<file path="config.mk">
export PLATFORM = sky130hd
export DESIGN_NAME = payload_request_command_parser_unit
export DESIGN_NICKNAME = d
export VERILOG_FILES = /design/src/design/prcp_pkg.sv /design/src/design/payload_request_command_parser_unit.sv /design/src/design/prcp_cfg_regs.sv /design/src/design/prcp_byte_parse.sv /design/src/design/prcp_out_reg.sv
export SDC_FILE = /design/constraint.sdc
export NUM_CORES = 1
export LEC_CHECK = 0
export BUFFER_PORTS_ARGS = -buffer_cell sky130_fd_sc_hd__clkbuf_2
export CORE_ASPECT_RATIO = 1.25
export CORE_MARGIN = 4
export CORE_UTILIZATION = 50
export CTS_BUF_LIST = sky130_fd_sc_hd__clkbuf_8
export DETAILED_ROUTE_END_ITERATION = 16
export PLACE_DENSITY = 0.76
export REMOVE_ABC_BUFFERS = 1
export SLEW_MARGIN = 10
export SYNTH_ARGS = -nofsm -noshare
export SYNTH_HDL_FRONTEND = slang
export SYNTH_SLANG_ARGS = --single-unit
</file>
<file path="constraint.sdc">
create_clock -name i_clk -period 15.9 [get_ports i_clk]
set_input_delay 0.795 -clock i_clk [delete_from_list [all_inputs] [get_ports i_clk]]
set_output_delay 0.795 -clock i_clk [all_outputs]
set_load 0.05 [all_outputs]
</file>
<file path="src/design/prcp_pkg.sv">
// prcp_pkg: shared types and constants of the payload request command parser.
// No dependencies; imported by every module of the block.
`default_nettype none

package prcp_pkg;

    // command kinds, as carried in the kind field of the input word
    localparam logic [1:0] KIND_S1_SIZE  = 2'd0;
    localparam logic [1:0] KIND_S2_SIZE  = 2'd1;
    localparam logic [1:0] KIND_S2_IMAGE = 2'd2;
    localparam logic [1:0] KIND_S3_READ  = 2'd3;

    // response sources
    localparam logic [1:0] SRC_S1_SIZE  = 2'd0;
    localparam logic [1:0] SRC_S2_SIZE  = 2'd1;
    localparam logic [1:0] SRC_S2_IMAGE = 2'd2;
    localparam logic [1:0] SRC_S3_IMAGE = 2'd3;

    localparam logic STATUS_OK  = 1'b0;
    localparam logic STATUS_ERR = 1'b1;

    // configuration register indexes
    localparam int unsigned CFG_IDX_W = 3;
    localparam logic [CFG_IDX_W-1:0] REG_CHK_S1_SIZE  = 3'd0;
    localparam logic [CFG_IDX_W-1:0] REG_CHK_S2_SIZE  = 3'd1;
    localparam logic [CFG_IDX_W-1:0] REG_CHK_S2_IMAGE = 3'd2;
    localparam logic [CFG_IDX_W-1:0] REG_CHK_S3_READ  = 3'd3;
    localparam logic [CFG_IDX_W-1:0] REG_S2_LENGTH    = 3'd4;
    localparam logic [CFG_IDX_W-1:0] REG_S3_LENGTH    = 3'd5;

    // byte positions within a command
    localparam logic [4:0] IDX_CHECK    = 5'd3;
    localparam logic [4:0] IDX_CRC_FLAG = 5'd20;
    localparam logic [4:0] IDX_FLAG_CHK = 5'd21;

    // groups of four byte positions (byte_index[4:2])
    localparam logic [2:0] GRP_HEAD       = 3'd0;
    localparam logic [2:0] GRP_OFFSET     = 3'd1;
    localparam logic [2:0] GRP_OFFSET_CHK = 3'd2;
    localparam logic [2:0] GRP_SIZE       = 3'd3;
    localparam logic [2:0] GRP_SIZE_CHK   = 3'd4;
    localparam logic [2:0] GRP_TAIL       = 3'd5;

    localparam logic [31:0] SIZE_WORD_LEN = 32'd4;
    localparam logic [31:0] ALL_ONES_32   = 32'hFFFF_FFFF;
    localparam logic [7:0]  ALL_ONES_8    = 8'hFF;

    typedef struct packed {
        logic       start_req;
        logic [1:0] kind;
        logic [7:0] data_byte;
    } t_in_word;

    typedef struct packed {
        logic        status;
        logic [1:0]  source;
        logic [31:0] offset;
        logic [31:0] length;
        logic        crc_follows;
    } t_out_word;

    typedef struct packed {
        logic [7:0]  check_stage1_size;
        logic [7:0]  check_stage2_size;
        logic [7:0]  check_stage2_image;
        logic [7:0]  check_stage3_read;
        logic [31:0] stage2_length;
        logic [31:0] stage3_length;
    } t_cfg;

endpackage

`default_nettype wire

</file>
<file path="src/design/payload_request_command_parser_unit.sv">
// payload_request_command_parser_unit: top level of the command byte parser.
// Depends on prcp_pkg, prcp_cfg_regs, prcp_byte_parse, prcp_out_reg.
//
//   channel | direction | handshake               | word
//   --------+-----------+-------------------------+---------------------------------
//   in      | input     | i_in_valid / o_in_stall | i_in_data  (start_req,kind,byte)
//   out     | output    | o_out_valid/ i_out_stall| o_out_data (status,src,off,len,crc)
//   cfg     | input     | i_cfg_wr_en             | i_cfg_index, i_cfg_wr_data
//
// One byte a cycle, unless a response waits for the result register: input register,
// one pass of compare/byte-insert logic, result register.
// Reset (synchronous, low) clears config registers, parser state and both valid flags.
// A byte that gives no response moves on even while the output is stalled; one that
// gives a response waits in the input register until the result register is free.
`default_nettype none

module payload_request_command_parser_unit
    import prcp_pkg::*;
(
    input  wire logic                 i_clk,
    input  wire logic                 i_rst_n,
    input  wire logic                 i_in_valid,
    output logic                      o_in_stall,
    input  t_in_word                  i_in_data,
    output logic                      o_out_valid,
    input  wire logic                 i_out_stall,
    output t_out_word                 o_out_data,
    input  wire logic                 i_cfg_wr_en,
    input  wire logic [CFG_IDX_W-1:0] i_cfg_index,
    input  wire logic [31:0]          i_cfg_wr_data
);

    t_cfg     cfg;
    logic     r_in_valid;
    t_in_word r_in_data;
    logic     fire;
    logic     emit;
    logic     out_free;
    t_out_word result;
    logic     in_accept;

    prcp_cfg_regs u_cfg_regs (
        .i_clk     (i_clk),
        .i_rst_n   (i_rst_n),
        .i_wr_en   (i_cfg_wr_en),
        .i_index   (i_cfg_index),
        .i_wr_data (i_cfg_wr_data),
        .o_cfg     (cfg)
    );

    assign o_in_stall = r_in_valid && !fire;
    assign in_accept  = i_in_valid && !o_in_stall;

    always_ff @(posedge i_clk) begin
        if (!i_rst_n) begin
            r_in_valid <= 1'b0;
        end else if (in_accept) begin
            r_in_valid <= 1'b1;
        end else if (fire) begin
            r_in_valid <= 1'b0;
        end
    end

    always_ff @(posedge i_clk) begin
        if (in_accept) begin
            r_in_data <= i_in_data;
        end
    end

    prcp_byte_parse u_byte_parse (
        .i_clk        (i_clk),
        .i_rst_n      (i_rst_n),
        .i_word_valid (r_in_valid),
        .i_word       (r_in_data),
        .i_cfg        (cfg),
        .i_out_free   (out_free),
        .o_fire       (fire),
        .o_emit       (emit),
        .o_result     (result)
    );

    prcp_out_reg u_out_reg (
        .i_clk   (i_clk),
        .i_rst_n (i_rst_n),
        .i_load  (emit),
        .i_data  (result),
        .i_stall (i_out_stall),
        .o_free  (out_free),
        .o_valid (o_out_valid),
        .o_data  (o_out_data)
    );

    // stall is only raised against a held word
    a_stall_needs_word: assert property (@(posedge i_clk) disable iff (!i_rst_n)
        o_in_stall |-> r_in_valid)
        else $error("input stall without a held word");

    // a held, stalled word is not dropped
    a_held_word_kept: assert property (@(posedge i_clk) disable iff (!i_rst_n)
        (r_in_valid && o_in_stall) |=> r_in_valid)
        else $error("stalled input word lost");

    // an error response carries no region
    a_err_zero: assert property (@(posedge i_clk) disable iff (!i_rst_n)
        (o_out_valid && o_out_data.status == STATUS_ERR) |->
        (o_out_data.source == SRC_S1_SIZE && o_out_data.offset == 32'd0
         && o_out_data.length == 32'd0 && !o_out_data.crc_follows))
        else $error("error response with non-zero fields");

    // a new response never overwrites one still waiting
    a_no_overwrite: assert property (@(posedge i_clk) disable iff (!i_rst_n)
        emit |-> (!o_out_valid || !i_out_stall))
        else $error("response overwritten in result register");

endmodule

`default_nettype wire

</file>
<file path="src/design/prcp_cfg_regs.sv">
// prcp_cfg_regs: configuration registers written through the plain write port.
// Depends on prcp_pkg.
`default_nettype none

module prcp_cfg_regs
    import prcp_pkg::*;
(
    input  wire logic                 i_clk,
    input  wire logic                 i_rst_n,
    input  wire logic                 i_wr_en,
    input  wire logic [CFG_IDX_W-1:0] i_index,
    input  wire logic [31:0]          i_wr_data,
    output t_cfg                      o_cfg
);

    t_cfg r_cfg;

    always_ff @(posedge i_clk) begin
        if (!i_rst_n) begin
            r_cfg <= '0;
        end else if (i_wr_en) begin
            case (i_index)
                REG_CHK_S1_SIZE:  r_cfg.check_stage1_size  <= i_wr_data[7:0];
                REG_CHK_S2_SIZE:  r_cfg.check_stage2_size  <= i_wr_data[7:0];
                REG_CHK_S2_IMAGE: r_cfg.check_stage2_image <= i_wr_data[7:0];
                REG_CHK_S3_READ:  r_cfg.check_stage3_read  <= i_wr_data[7:0];
                REG_S2_LENGTH:    r_cfg.stage2_length      <= i_wr_data;
                REG_S3_LENGTH:    r_cfg.stage3_length      <= i_wr_data;
                default: ;
            endcase
        end
    end

    assign o_cfg = r_cfg;

endmodule

`default_nettype wire

</file>
<file path="src/design/prcp_byte_parse.sv">
// prcp_byte_parse: command state and per-byte decision logic.
// Takes the registered input word, updates the parser state, forms the response.
// Depends on prcp_pkg.
`default_nettype none

module prcp_byte_parse
    import prcp_pkg::*;
(
    input  wire logic     i_clk,
    input  wire logic     i_rst_n,
    input  wire logic     i_word_valid,
    input  t_in_word      i_word,
    input  t_cfg          i_cfg,
    input  wire logic     i_out_free,
    output logic          o_fire,
    output logic          o_emit,
    output t_out_word     o_result
);

    logic        r_busy, n_busy;
    logic [1:0]  r_cmd, n_cmd;
    logic [4:0]  r_idx, n_idx;
    logic [31:0] r_off, n_off;
    logic [31:0] r_off_chk, n_off_chk;
    logic [31:0] r_size, n_size;
    logic [31:0] r_size_chk, n_size_chk;
    logic        r_crc, n_crc;

    logic        active;
    logic        emit;
    logic [7:0]  chk;
    logic        ok_off, ok_size, ok_crc;
    t_out_word   res;

    function automatic logic [31:0] put_byte(input logic [31:0] w, input logic [1:0] pos,
                                             input logic [7:0] b);
        logic [31:0] v;
        v = w;
        v[pos*8 +: 8] = b;
        return v;
    endfunction

    always_comb begin
        case (n_cmd)
            KIND_S1_SIZE: chk = i_cfg.check_stage1_size;
            KIND_S2_SIZE: chk = i_cfg.check_stage2_size;
            default:      chk = i_cfg.check_stage2_image;
        endcase
    end

    assign ok_off  = ((r_off ^ r_off_chk) == ALL_ONES_32) && (r_off < i_cfg.stage3_length);
    assign ok_size = (r_size ^ r_size_chk) == ALL_ONES_32;
    assign ok_crc  = ({7'd0, r_crc} ^ i_word.data_byte) == ALL_ONES_8;

    always_comb begin
        n_busy     = r_busy;
        n_cmd      = r_cmd;
        n_idx      = r_idx;
        n_off      = r_off;
        n_off_chk  = r_off_chk;
        n_size     = r_size;
        n_size_chk = r_size_chk;
        n_crc      = r_crc;
        active     = 1'b1;
        emit       = 1'b0;
        res        = '0;

        if (i_word.start_req) begin
            n_busy = 1'b1;
            n_cmd  = i_word.kind;
            n_idx  = IDX_CHECK;
        end else if (r_busy) begin
            n_idx = r_idx + 5'd1;
        end else begin
            active = 1'b0;              // stray byte while idle
        end

        if (active) begin
            if (n_cmd != KIND_S3_READ) begin
                n_busy = 1'b0;
                if (n_idx == IDX_CHECK && i_word.data_byte == chk) begin
                    emit            = 1'b1;
                    res.status      = STATUS_OK;
                    res.source      = n_cmd;
                    res.length      = (n_cmd == KIND_S2_IMAGE) ? i_cfg.stage2_length
                                                               : SIZE_WORD_LEN;
                    res.crc_follows = (n_cmd == KIND_S2_IMAGE);
                end
            end else begin
                case (n_idx[4:2])
                    GRP_HEAD: begin
                        if (n_idx != IDX_CHECK
                            || i_word.data_byte != i_cfg.check_stage3_read) begin
                            n_busy = 1'b0;
                        end
                    end
                    GRP_OFFSET:     n_off      = put_byte(r_off, n_idx[1:0], i_word.data_byte);
                    GRP_OFFSET_CHK: n_off_chk  = put_byte(r_off_chk, n_idx[1:0],
                                                          i_word.data_byte);
                    GRP_SIZE:       n_size     = put_byte(r_size, n_idx[1:0], i_word.data_byte);
                    GRP_SIZE_CHK:   n_size_chk = put_byte(r_size_chk, n_idx[1:0],
                                                          i_word.data_byte);
                    GRP_TAIL: begin
                        if (n_idx == IDX_CRC_FLAG) begin
                            n_crc = (i_word.data_byte != 8'd0);
                        end else if (n_idx == IDX_FLAG_CHK) begin
                            n_busy = 1'b0;
                            emit   = 1'b1;
                            if (ok_off && ok_size && ok_crc) begin
                                res.status      = STATUS_OK;
                                res.source      = SRC_S3_IMAGE;
                                res.offset      = r_off;
                                res.length      = r_size;
                                res.crc_follows = r_crc;
                            end else begin
                                res.status = STATUS_ERR;
                            end
                        end else begin
                            n_busy = 1'b0;
                        end
                    end
                    default: n_busy = 1'b0;
                endcase
            end
        end
    end

    // a word that yields no response never waits on the output side
    assign o_fire   = i_word_valid && (!emit || i_out_free);
    assign o_emit   = o_fire && emit;
    assign o_result = res;

    always_ff @(posedge i_clk) begin
        if (!i_rst_n) begin
            r_busy     <= 1'b0;
            r_cmd      <= KIND_S1_SIZE;
            r_idx      <= '0;
            r_off      <= '0;
            r_off_chk  <= '0;
            r_size     <= '0;
            r_size_chk <= '0;
            r_crc      <= 1'b0;
        end else if (o_fire) begin
            r_busy     <= n_busy;
            r_cmd      <= n_cmd;
            r_idx      <= n_idx;
            r_off      <= n_off;
            r_off_chk  <= n_off_chk;
            r_size     <= n_size;
            r_size_chk <= n_size_chk;
            r_crc      <= n_crc;
        end
    end

endmodule

`default_nettype wire

</file>
<file path="src/design/prcp_out_reg.sv">
// prcp_out_reg: result register holding one response word until it is taken.
// Depends on prcp_pkg.
`default_nettype none

module prcp_out_reg
    import prcp_pkg::*;
(
    input  wire logic i_clk,
    input  wire logic i_rst_n,
    input  wire logic i_load,
    input  t_out_word i_data,
    input  wire logic i_stall,
    output logic      o_free,
    output logic      o_valid,
    output t_out_word o_data
);

    logic      r_valid;
    t_out_word r_data;

    assign o_free = !r_valid || !i_stall;

    always_ff @(posedge i_clk) begin
        if (!i_rst_n) begin
            r_valid <= 1'b0;
        end else if (i_load) begin
            r_valid <= 1'b1;
        end else if (!i_stall) begin
            r_valid <= 1'b0;
        end
    end

    always_ff @(posedge i_clk) begin
        if (i_load) begin
            r_data <= i_data;
        end
    end

    assign o_valid = r_valid;
    assign o_data  = r_data;

endmodule

`default_nettype wire
</file>
# Word-level counts from Yosys, hierarchy flattened
# Index checks and enable logic that the tools add are counted.
# Widths: inputs -> output; s select.
op_classes:
  n_addsub: 2
  order_cmp: 1
  n_eq_ne: 23
  shift: 2
  n_mux: 36
  n_bitwise: 8
  reduce_logical: 34
op_table:
  columns: ["operator", "n"]
  rows:
  - ["$mux 68", 3]
  - ["$bwmux 32", 4]
  - ["$mux 67", 1]
  - ["$mux 33", 2]
  - ["$eq 32x32->1 const B", 2]
  - ["$xor 32x32->32", 2]
  - ["$neg 5->34", 1]
  - ["$shift 8x34->32 const A", 1]
  - ["$shiftx 8x34->32", 1]
  - ["$lt 32x32->1", 1]
  - ["$mux 32", 1]
  - ["$mux 1", 18]
  - ["$pmux 8 s2", 1]
  - ["$reduce_and 4->1", 4]
  - ["$eq 3x2->1 const B", 4]
  - ["$eq 3x3->1 const B", 4]
  - ["$reduce_and 2->1", 6]
  - ["$eq 5x5->1 const B", 2]
  - ["$mux 5", 2]
  - ["$eq 8x8->1", 1]
  - ["$eq 8x8->1 const B", 1]
  - ["$logic_and 1x1->1", 8]
  - ["$ne 8x8->1", 1]
  - ["$reduce_bool 8->1", 1]
  - ["21 further kinds", 34]
totals:
  register_bits: 314
  inputBits: 51
  out_inout_bits: 70
  word_cells: 130

# Depth between registers and ports, before layout
logic_depth:
  ltp_word: 17
  depth_mapped: 11

# Modules after synthesis
# A second synthesis with hierarchy kept.
unflattened:
  hier_cells: 1475
  hier_area_um2: 13904.6
by_module_without_submodules:
  columns: ["module", "instances", "cells_per_inst", "area_per_inst_um2"]
  rows:
  - ["prcp_byte_parse", 1, 1037, 7901.3]
  - ["prcp_cfg_regs", 1, 351, 3548.4]
  - ["prcp_out_reg", 1, 72, 2077.0]
  - ["payload_request_command_parser_unit", 1, 15, 377.9]

# Worst setup path after synthesis
# OpenSTA, ideal clock, no wires.
synth_path:
  path_kind: "flip-flop to flip-flop"
  start: "reg r_in_data[10] in the netlist's numbering"
  end: "reg u_out_reg.r_data, in the netlist u_out_reg.o_data[0] (enable)"
  setup_time_ps: 494
  arrival_ps: 4769
  required_time_ps: 15406
  slack_ps: 10636
  path_stages_with_launch: 10
  path_buffers: 2
  cell_sequence: "edfxtp_1 buf_6 clkbuf_1 nor2b_1 inv_1 ha_1 o2111a_1 a31oi_1 nand2b_1 nor2_1"
synth_via:
  word_cells_on_any_way: 23
  cone_classes: "7 x eq/ne; 10 x mux; 6 x reduce/logical"
synth_rtl:
  columns: ["item", "line_no", "source"]
  rows:
  - ["start: declaration", "payload_request_command_parser_unit.sv:35", "t_in_word r_in_data;"]
  - ["start signal: assignment", "payload_request_command_parser_unit.sv:66", "r_in_data <= i_in_data;"]
  - ["$mux 5 (*)", "prcp_byte_parse.sv:68", "if (i_word.start_req) begin"]
  - ["via u_byte_parse.n_idx[0]", "prcp_byte_parse.sv:22", "logic [4:0] r_idx, n_idx;"]
  - ["$eq 5x5->1", "prcp_byte_parse.sv:106", "end else if (n_idx == IDX_FLAG_CHK) begin"]
  - ["$mux 1", "prcp_byte_parse.sv:106", null]
  - ["$mux 1", "prcp_byte_parse.sv:104", "if (n_idx == IDX_CRC_FLAG) begin"]
  - ["$mux 1", "prcp_byte_parse.sv:90", "case (n_idx[4:2])"]
  - ["$mux 1 (*)", "prcp_byte_parse.sv:79", "if (n_cmd != KIND_S3_READ) begin"]
  - ["$mux 1 (*)", "prcp_byte_parse.sv:78", "if (active) begin"]
  - ["$logic_not 1->1", "prcp_byte_parse.sv:129", "assign o_fire = i_word_valid && (!emit || i_out_free);"]
  - ["$logic_or 1x1->1", "prcp_byte_parse.sv:129", null]
  - ["$logic_and 1x1->1", "prcp_byte_parse.sv:129", null]
  - ["$logic_and 1x1->1 (*)", "prcp_byte_parse.sv:130", "assign o_emit = o_fire && emit;"]
  - ["via emit", "payload_request_command_parser_unit.sv:37", "logic emit;"]
  - ["end signal: assignment", "prcp_out_reg.sv:35", "r_data <= i_data;"]
  - ["end: declaration", "prcp_out_reg.sv:19", "t_out_word r_data;"]
# Mark *: on every way through the listed nets, which the timed path passes. The rest lies on a longest branch.
# A chain may end at the register's enable or synchronous reset.

# Worst setup path after layout
layout_path:
  start: "reg r_in_data[10] in the netlist's numbering"
  end: "out o_in_stall"
layout_via:
  word_cells_on_any_way: 24
  cone_classes: "7 x eq/ne; 10 x mux; 7 x reduce/logical"
layout_rtl:
  columns: ["item", "line_no", "source"]
  rows:
  - ["$mux 5 (*)", "prcp_byte_parse.sv:68", null]
  - ["via u_byte_parse.n_idx[0]", "prcp_byte_parse.sv:22", null]
  - ["$eq 5x5->1", "prcp_byte_parse.sv:106", null]
  - ["$mux 1", "prcp_byte_parse.sv:106", null]
  - ["$mux 1", "prcp_byte_parse.sv:104", null]
  - ["$mux 1", "prcp_byte_parse.sv:90", null]
  - ["$mux 1 (*)", "prcp_byte_parse.sv:79", null]
  - ["$mux 1 (*)", "prcp_byte_parse.sv:78", null]
  - ["$logic_not 1->1 (*)", "prcp_byte_parse.sv:129", null]
  - ["$logic_or 1x1->1 (*)", "prcp_byte_parse.sv:129", null]
  - ["$logic_and 1x1->1 (*)", "prcp_byte_parse.sv:129", null]
  - ["$logic_not 1->1 (*)", "payload_request_command_parser_unit.sv:51", "assign o_in_stall = r_in_valid && !fire;"]
  - ["$logic_and 1x1->1 (*)", "payload_request_command_parser_unit.sv:51", null]
  - ["end: declaration", "payload_request_command_parser_unit.sv:23", "output logic o_in_stall,"]
# Marked as above.

==> results.toml <==
[outcome]
status = "completed"

[power]
peakVddDrop_mv = 0.0699
p_per_area_nw_per_um2 = 102
p_leak_nw = 5.60

[sta]
setup_viol = 0
final_hold_viol_count = 0
skew_ps = 29.4
fmax_mhz = 235
drv_slew = 0
rsz0062_at_grt = "false"
finalSetupTns_ps = 0
period_share = 0.267
period_needed_ps = 4250
worst_pin_slew_ps = 1230
worst_hold_slack_ps = 410
max-slew-margin-rel = 0.168

[clocking]
clkTransAtPathRegs_ps = 60
root_buffer = "clkbuf_8"
clkSinkCount = 314
cts_hold_buf = 0
post_cts_resized = 0
cts_made_buffers = 46
clk_latency_ps = 580
cts_setup_buffers = 0
cts.path.max_buffers = 3
cts_tree = "yes"
h-tree-depth = 2

[setup_path]
crit_buf_inv = 2
slowest_stage = "edfxtp_1"
required_ps = 15110
crit_family = "flip-flops"
path_cells = "nor2b_1 -> inv_1 -> ha_1 -> o2111a_1 -> a31oi_1 -> nand2b_1 -> nor2_1 -> clkbuf_2"
critical_path_arrival_ps = 3460
setup.worst_path.start_class = "flop"
path_max_fanout = 19
cp-end-kind = "output port"
path_class = "flop to output port"
reg2reg_slack_ps = 11720
slowest_delay_ps = 850

[cells_and_area]
nets = 1619
drive_above_1_share = 0.133
num_antenna_cells = 0
area_growth_pct = 12.3

[yosys]
ys_seq_area_frac = 0.529
synth_ff_type = "dfxtp_1"
synth_edf_count = 79
async_flop_share = 0
post-synth-top-count-cell = "nand2_1"
ys_warn_count = 0
synthDistinctLibCells = 65
yosys.area.top_type_share = 0.352
syn_area_per_cell_um2 = 9.31
netlist_area_um2 = 13400
synthTopCellsByCount = "nand2_1 (252), dfxtp_1 (235), nand3_1 (141)"
syn_inst = 1435
synth_top_area_cell = "dfxtp_1"
synth_area_leaders = "dfxtp_1 (35%), edfxtp_1 (18%), nand2_1 (7.1%)"
ys_ff_latch = 314

[drt]
drtPass1Iterations = 5
ant_nets = 0
wl_um = 35000
drt-initial-drc-count = 1040
vias = 10900
drc = 0
vias_per_cell = 5.69
wl_per_cell_um = 18.4

[place]
portBuffers = 120
place.gp.congestion = 0.916
hpwl_um = 24000

[grt]
grt_usage = 0.230
antenna_found_initial = 0
grt_max_degree = 111
grt_pass1_wl_um = 54200
grt-ovfl-total = 0
grt_pass1_vias = 10200

[floorplanning]
core_um2 = 26200
dieArea_um2 = 29400
start_util = 0.511
pin_count = 121
die_width_um = 154
die_h_um = 191
fp-row-count = 66

[worst_hold_path]
min_path_type = "input port to flop"

[flow_run]
maxCapViolCount = 0
[cell type report]
cell class / count / area (µm²)
Timing Repair Buffer: 128 / 663
Clock inverter: 31 / 161
Inverter: 43 / 161
Multi-Input combinational cell: 997 / 5800
Sequential cell: 314 / 7080
Clock buffer: 53 / 729
Fill cell: 2315 / 11200
Tap cell: 340 / 425
[where the power goes]
part / total (mW) / internal [mW] / switching [mW]
registers: 0.838 / 0.824 / 0.0146
logic: 0.0698 / 0.0224 / 0.0474
clock network: 0.628 / 0.322 / 0.306
[metal layers]
layer  up-vias  track usage  wire (µm)
li1       5226            -          -
met1      5108        0.280      14000
met2       419        0.402      17200
met3       100       0.0368       2360
met4         0        0.104       1510
met5         -            0          0
[through the flow]
step	cells	total power [mW]	util	setup slack, ps	cell area (µm²)
floorplan	1354	0.888	-	10500	13000
global placement	1822	0.922	0.540	11870	14100
detailed placement	1822	0.924	0.540	11720	14100
CTS	1906	1.54	0.574	11650	15000
global route	1906	1.59	0.574	11430	15000
finish	1906	1.54	0.574	11650	15000
[flip-flops by register name, summed over array words and instances (netlist names), 2 cells and up]
name / flops
u_cfg_regs.o_cfg: 96
r_in_data: 11
u_byte_parse.r_size_chk: 32
u_byte_parse.r_size: 32
u_out_reg.o_data: 68
u_byte_parse.r_off_chk: 32
u_byte_parse.r_cmd: 2
u_byte_parse.r_idx: 5
u_byte_parse.r_off: 32
[cells by family after synthesis]
family,synth area share
AO/OA/AOI/OAI,0.139
XOR/XNOR,0.0596
adder cells (fa/ha/maj),0.0356
buffers and inverters,0.0386
flip-flops,0.529
multiplexers,0.00758
AND/OR/NAND/NOR,0.190
[cell usage in the layout (no fill, tap or decap), types with 5 or more instances in the layout]
| cell | instances |
|---|---|
| nand2_1 | 252 |
| dfxtp_1 | 235 |
| nand3_1 | 140 |
| o21ai_0 | 136 |
| clkbuf_2 | 119 |
| a21oi_1 | 109 |
| edfxtp_1 | 79 |
| inv_1 | 60 |
| xnor2_1 | 55 |
| clkbuf_8 | 53 |
| ha_1 | 38 |
| xor2_1 | 36 |
| and2_1 | 34 |
| a22o_1 | 31 |
| nor2_1 | 28 |
| nor4_1 | 20 |
| nand4_1 | 17 |
| a211oi_1 | 9 |
| buf_4 | 9 |
| nor3_1 | 8 |
| nor2b_1 | 8 |
| clkinv_1 | 7 |
| mux2i_1 | 6 |
| nand2b_1 | 6 |
| and3_1 | 5 |
| or2_2 | 5 |
[worst paths after layout]
path                              from              endpoint  depth (start not counted)
setup / recovery         r_in_data[10]            o_in_stall                          8
hold / removal            i_in_data[6]          r_in_data[6]                          1
setup reg to reg         r_in_data[10]  u_out_reg.o_data[35]                          8
hold reg to reg   u_cfg_regs.o_cfg[37]  u_cfg_regs.o_cfg[37]                          2
Power figures use the tool's default switching activity.
